`config.mk`:
```
export PLATFORM = sky130hd
export DESIGN_NAME = mcsr_out_stage
export DESIGN_NICKNAME = d
export VERILOG_FILES = /design/src/rtl/core/mcsr_pkg.sv /design/src/rtl/core/mcsr_out_stage.sv
export SDC_FILE = /design/constraint.sdc
export NUM_CORES = 1
export LEC_CHECK = 0
export ABC_AREA = 1
export BUFFER_PORTS_ARGS = -buffer_cell sky130_fd_sc_hd__buf_2
export CAP_MARGIN = 25
export CORE_ASPECT_RATIO = 1.5
export CORE_UTILIZATION = 30
export CTS_BUF_LIST = sky130_fd_sc_hd__clkbuf_4
export CTS_CLUSTER_SIZE = 14
export DETAILED_ROUTE_END_ITERATION = 16
export PLACE_DENSITY_LB_ADDON = 0.2
export SYNTH_ARGS = -nofsm -noshare
export SYNTH_HDL_FRONTEND = slang
export SYNTH_SLANG_ARGS = --single-unit
```
`constraint.sdc`:
```
create_clock -name clk -period 0.8 [get_ports clk]
set_input_delay 0.24 -clock clk [delete_from_list [all_inputs] [get_ports clk]]
set_output_delay 0.24 -clock clk [all_outputs]
set_load 0.01 [all_outputs]
```
`src/rtl/core/mcsr_pkg.sv`:
```
// Shared types, codes and helper functions of the min-churn slot rebalancer.
package mcsr_pkg;

  localparam int SLOTS_DEF   = 4096;
  localparam int MEMBERS_DEF = 64;

  localparam logic [18:0] SUM_MAX = 19'h7FFFF;

  typedef enum logic [2:0] {
    CMD_CLEAR  = 3'd0,
    CMD_TARGET = 3'd1,
    CMD_OWNER  = 3'd2,
    CMD_RUN    = 3'd3,
    CMD_READ   = 3'd4
  } cmd_e;

  localparam logic [2:0] STS_OK       = 3'd0;
  localparam logic [2:0] STS_ZERO     = 3'd1;
  localparam logic [2:0] STS_DUP      = 3'd2;
  localparam logic [2:0] STS_INCONS   = 3'd3;
  localparam logic [2:0] STS_MOVES    = 3'd4;
  localparam logic [2:0] STS_INTERNAL = 3'd5;
  localparam logic [2:0] STS_FULL     = 3'd6;
  localparam logic [2:0] STS_NOTREADY = 3'd7;

  localparam logic [1:0] CFG_SLOT_TOTAL = 2'd0;
  localparam logic [1:0] CFG_MOVE_LIMIT = 2'd1;
  localparam logic [1:0] CFG_REUSE      = 2'd2;

  typedef struct packed {
    logic [2:0]  command;
    logic [15:0] member_id;
    logic [12:0] target_count;
  } in_req_t;

  typedef struct packed {
    logic [2:0]  status;
    logic [11:0] slot_index;
    logic [15:0] new_owner;
    logic [15:0] old_owner;
    logic        moved;
    logic [12:0] churn;
    logic [12:0] kept_slots;
    logic        last;
  } out_rsp_t;

  typedef struct packed {
    logic [15:0] id;
    logic [12:0] tgt;
    logic        is_tgt;
    logic [12:0] rem;
    logic [12:0] pend;
  } row_t;

  // Loss of keepable slots when one pending old slot of a member goes away.
  function automatic logic drop_pending(input logic [12:0] p, input logic [12:0] r);
    drop_pending = (p != 13'd0) && (p <= r);
  endfunction

  // Loss of keepable slots when one remaining slot of a member is used up.
  function automatic logic drop_remaining(input logic [12:0] p, input logic [12:0] r);
    drop_remaining = (r != 13'd0) && (r <= p);
  endfunction

endpackage

```
`src/rtl/core/mcsr_out_stage.sv`:
```
// Output register that holds one response until the consumer takes it.
module mcsr_out_stage (
  input  logic               clk,
  input  logic               rst_n,
  input  logic               push,
  input  mcsr_pkg::out_rsp_t push_data,
  output logic               ready,
  output logic               out_valid,
  input  logic               out_stall,
  output mcsr_pkg::out_rsp_t out_data
);
  import mcsr_pkg::*;

  logic     valid_r;
  out_rsp_t data_r;

  assign ready     = !valid_r || !out_stall;
  assign out_valid = valid_r;
  assign out_data  = data_r;

  always_ff @(posedge clk) begin
    if (!rst_n) begin
      valid_r <= 1'b0;
    end else if (push) begin
      valid_r <= 1'b1;
    end else if (!out_stall) begin
      valid_r <= 1'b0;
    end
  end

  always_ff @(posedge clk) begin
    if (push) begin
      data_r <= push_data;
    end
  end

endmodule

```
# Word level (Yosys, flattened, before mapping)

Cells that the tools add are included.

Eq/ne operators: 1
Reduce and logical (&&, ||, !) cells: 3
Mux-type cells: 2

Operators by type and width:

| kind                                 | count |
|---|---|
| zero test 1 bit                      | 2 |
| 2-to-1 mux 1 bit                     | 2 |
| != test 2 bit, second input constant | 1 |
| logical OR 1 bit                     | 1 |

Flip-flop bits (word level): 76
Input bits: 79

# Longest topological paths before layout

Word-level depth: 2
Gate-level depth with buffers: 2

# Least setup slack after synthesis

No wires, ideal clock.

Path kind: register to output
Start point: register valid_r (netlist: out_valid)
End point: output port ready
Setup slack: 0.099 ns
Cell stages (with the launch flop): 2
Path buffers: 0
Arrival time: 0.461 ns
Cell sequence: dfxtp_1 > nand2_2

Cells in the longest elaborated chain, start to end: 2

Ends and longest elaborated chain:

| item                     | line                 | source |
|---|---|---|
| start: declaration       | mcsr_out_stage.sv:14 | `logic valid_r;` |
| start signal: assignment | mcsr_out_stage.sv:23 | `valid_r <= 1'b0;` |
| start signal: assignment | mcsr_out_stage.sv:25 | `valid_r <= 1'b1;` |
| start signal: assignment | mcsr_out_stage.sv:27 | `valid_r <= 1'b0;` |
| zero test 1 bit          | mcsr_out_stage.sv:17 | `assign ready = !valid_r \|\| !out_stall;` |
| logical OR 1 bit         | mcsr_out_stage.sv:17 |  |
| end: declaration         | mcsr_out_stage.sv:7  | `output logic ready,` |

Every way passes these cells.

# Final worst setup path

Ends and elaborated chain as after synthesis.

==> key figures <==
Outcome
  • Run status: complete, but fails checks
  • Violated checks: setup timing

STA
  • Total Negative Setup Slacks: -27.95 ns
  • Max-slew violation count: 0
  • Transition time of the tightest slew-check pin: ~0.14 ns
  • Slew headroom: around 91%
  • Maximum operating frequency: ~0.8 GHz
  • Crit path setup slack, layout: -0.413 ns
  • Final min period: 1.21 ns
  • Number of hold-slack violations in the final timing report: 0
  • Worst clock skew: 0 ns
  • Final setup violation count: between 70 and 80
  • Part of the cycle the worst path needs: 152%
  • RSZ-0062 raised after global routing: true

Finish
  • Layout Utilization: a little under three fifths
  • Net count reported at finish: 406
  • Layout cell share with drive strength beyond 1: 53.6%
  • Area delta synth->final: 82.1%
  • ANT cells: 0

Die
  • Top-level I/O count: between 150 and 200
  • Initial Utilization: 31.3%
  • Placeable core region: between 0.007 and 0.008 sq mm
  • Die Area: roughly 0.0080 sq mm
  • Total number of placement rows: 38
  • Die height: 109 microns
  • Horiz. Die Dim: 73.4 microns

Detailed routing
  • Number of violations reported at the end of detailed-routing iteration 0: 41
  • Total detailed-routing wirelength: roughly 5.8 mm
  • Final routed wire length divided by cell count: between 10 and 15 microns
  • Final ANT Viol Nets: 0
  • First-pass iteration count of the detailed router: 4
  • Total number of vias: roughly 1700
  • Mean number of vias per cell: between 3 and 4
  • DRC Markers: 0

GRT
  • First-pass GRT wire length: 8.36 mm
  • Pin count of the biggest net entering global routing: 22
  • Gr usage total: between 10% and 20%
  • Antenna violations before repair: 0
  • Met3 track utilization from global routing: between 5 and 6%
  • Remaining global-route overflow: 0
  • GRT met2 Usage: between 20% and 30%
  • GR Layer Usage met1: between 10% and 20%
  • Most utilized layer in the global route result: met2
  • Number of global-route vias before repair: roughly 1800

Critical path
  • Gate family responsible for the most delay along the worst path: flip-flops
  • Reg2Reg Setup Slack: approximately 0.080 ns
  • Required time of the worst setup path: 0.56 ns
  • Worst setup path startpoint: out_valid
  • Critical path start-end classification: flop to primary output
  • Crit start category: flop
  • Endpoint of the most critical register-to-register path: out_valid
  • Number of cells on the worst reg-to-reg path: 3
  • Peak per-stage delay on the critical path: 0.37 ns
  • Category of the worst setup path capture point: primary output
  • Startpoint of the lowest-slack register-to-register path: out_valid
  • Worst path depth: 2
  • Maximum fanout count along the critical path: 2
  • Library cell contributing the largest single delay on the critical path: sky130_fd_sc_hd__dfxtp_2
  • End of the critical path: ready
  • CP Buf/Inv Count: 1
  • Cell Chain, Critical Path: nand2_2, buf_6
  • CP Data Arrival Time: ~0.97 ns

Worst hold path
  • Type of the most critical hold path: input port to flop

Synthesis
  • Net count of the mapped netlist: ~160
  • Post-synthesis cell type with the largest combined area: sky130_fd_sc_hd__edfxtp_1
  • Mean instance size in the synthesized netlist: 28.7 sq um
  • Register bit total from synthesis: 76
  • Number of distinct standard cells referenced by the synthesized netlist: 5
  • Area of the mapped netlist: between 0.002 and 0.0025 sq mm
  • Fraction of synthesized cell area taken by the top area cell type: a little over nine tenths
  • Number of instances in the synthesized netlist: 80
  • Synth Warn #: 0
  • Post-synthesis sequential area ratio: between 90 and 100%
  • Top post-synthesis cells by area: sky130_fd_sc_hd__edfxtp_1 98%, sky130_fd_sc_hd__dfxtp_1 0.87%, sky130_fd_sc_hd__a21oi_2 0.38%

Clock tree
  • Number of buffers inserted to repair setup after CTS: 0
  • Clk sink count: between 70 and 80
  • Clock latency at the later pin of the worst-skew pair: 0.41 ns
  • Root cell of the clock tree: sky130_fd_sc_hd__clkbuf_4
  • Clock buffer count from CTS: 9
  • Maximum number of buffers from clock root to sink: 2
  • CTS H-tree depth: 3
  • Clock-pin slew of the registers on the worst-case setup and hold paths: between 0.1 and 0.15 ns
  • CTS tree: built

Place
  • Number of I/O port buffers: roughly 160
  • Detail Placement HPWL: between 3 and 4 mm
  • GP Congestion: roughly 0.7

Power and ir drop
  • Areal power density over the cells: approximately 1900 mW/mm^2
  • Maximum ir drop on the vdd rail: between 1000 and 1500 uV
  • Static Leakage: 1.79 nW

Flow run
  • Number of max-capacitance violations reported: 0
-- repair_timing --
action | in CTS | in global routing
setup endpoints to repair | 77 | 77
gates resized for setup | 3 | 1
hold buffers | 76 | 0
hold endpoints to repair | 76 | 0
-- synth_stat cells --
cell / instances
sky130_fd_sc_hd__dfxtp_1: 1
sky130_fd_sc_hd__a21oi_2: 1
sky130_fd_sc_hd__nand2_2: 1
sky130_fd_sc_hd__inv_1: 2
sky130_fd_sc_hd__edfxtp_1: 75
-- area by class of cell --
| class | instances | area, sq um |
|---|---|---|
| Clock buffer | 11 | 82.6 |
| Clock inverter | 5 | 28.8 |
| Fill cell | 615 | 3140 |
| Inverter | 2 | 7.51 |
| Multi-Input combinational cell | 2 | 15.0 |
| Sequential cell | 76 | 2270 |
| Tap cell | 100 | 125 |
| Timing Repair Buffer | 236 | 1650 |
-- routing by layer --
layer / share of wire, % / routed length [microns]
met5: 0 / 0
met4: 2.4 / 139
met3: 5.2 / 300
met2: 58 / 3360
met1: 34 / 1970
-- worst min-delay path by stage --
| stage | start | endpoint | slack (ns) | depth (start not counted) |
|---|---|---|---|---|
| 6_report | push | out_data[29] | 0.13 | 1 |
| 5_1_grt | push | out_data[29] | 0.09 | 1 |
| 4_1_cts | push | out_data[29] | 0.1 | 1 |
| 3_5_place_dp | push_data[38] | out_data[38] | 0.42 | 1 |
| 3_3_place_gp | push_data[49] | out_data[49] | 0.42 | 1 |
| 2_1_floorplan | push_data[0] | out_data[0] | 0.34 | 0 |
-- per-stage QoR --
step | worst slack [ns] | cells | power [W] | cell area, sq um | hold WS [ns]
after floorplan | 0.0995 | 80 | 0.00508 | 2290 | 0.339
after global placement | -0.103 | 340 | 0.00566 | 3290 | 0.417
after detailed placement | -0.108 | 340 | 0.00568 | 3290 | 0.418
after CTS | -0.448 | 432 | 0.00788 | 4170 | 0.0970
after global routing | -0.484 | 432 | 0.00816 | 4180 | 0.0881
final | -0.413 | 432 | 0.00779 | 4180 | 0.128
-- cell families after synthesis --
logic type / count (synthesis) / synth area share (%)
buffers and inverters: 2 / 0.327
and+or+nand+nor: 1 / 0.273
DFF: 76 / 99.0
AOI/OAI and AO/OA: 1 / 0.382
-- placed cells by master, fill, tap and decap left out --
cell type and instances:
sky130_fd_sc_hd__nand2_2 1, sky130_fd_sc_hd__clkinv_2 2, sky130_fd_sc_hd__inv_1 2, sky130_fd_sc_hd__dlygate4sd3_1 76, sky130_fd_sc_hd__buf_2 151, sky130_fd_sc_hd__a21oi_2 1, sky130_fd_sc_hd__edfxtp_1 75, sky130_fd_sc_hd__buf_6 3
sky130_fd_sc_hd__clkinv_1 1, sky130_fd_sc_hd__buf_12 4, sky130_fd_sc_hd__clkinvlp_4 2, sky130_fd_sc_hd__clkbuf_4 11, sky130_fd_sc_hd__buf_4 2, sky130_fd_sc_hd__dfxtp_2 1
-- registers in the layout (all words and copies together), names as in the netlist --
register,cells
out_valid,1
out_data,75
-- power breakdown --
| part | switching, W | internal [W] | total, W |
|---|---|---|---|
| registers | 0.0000706 | 0.00471 | 0.00478 |
| logic | 0.000476 | 0.000627 | 0.00110 |
| clock network | 0.00122 | 0.000688 | 0.00190 |
| total | 0.00176 | 0.00603 | 0.00779 |
No activity file was read; power rests on OpenSTA's default activity.
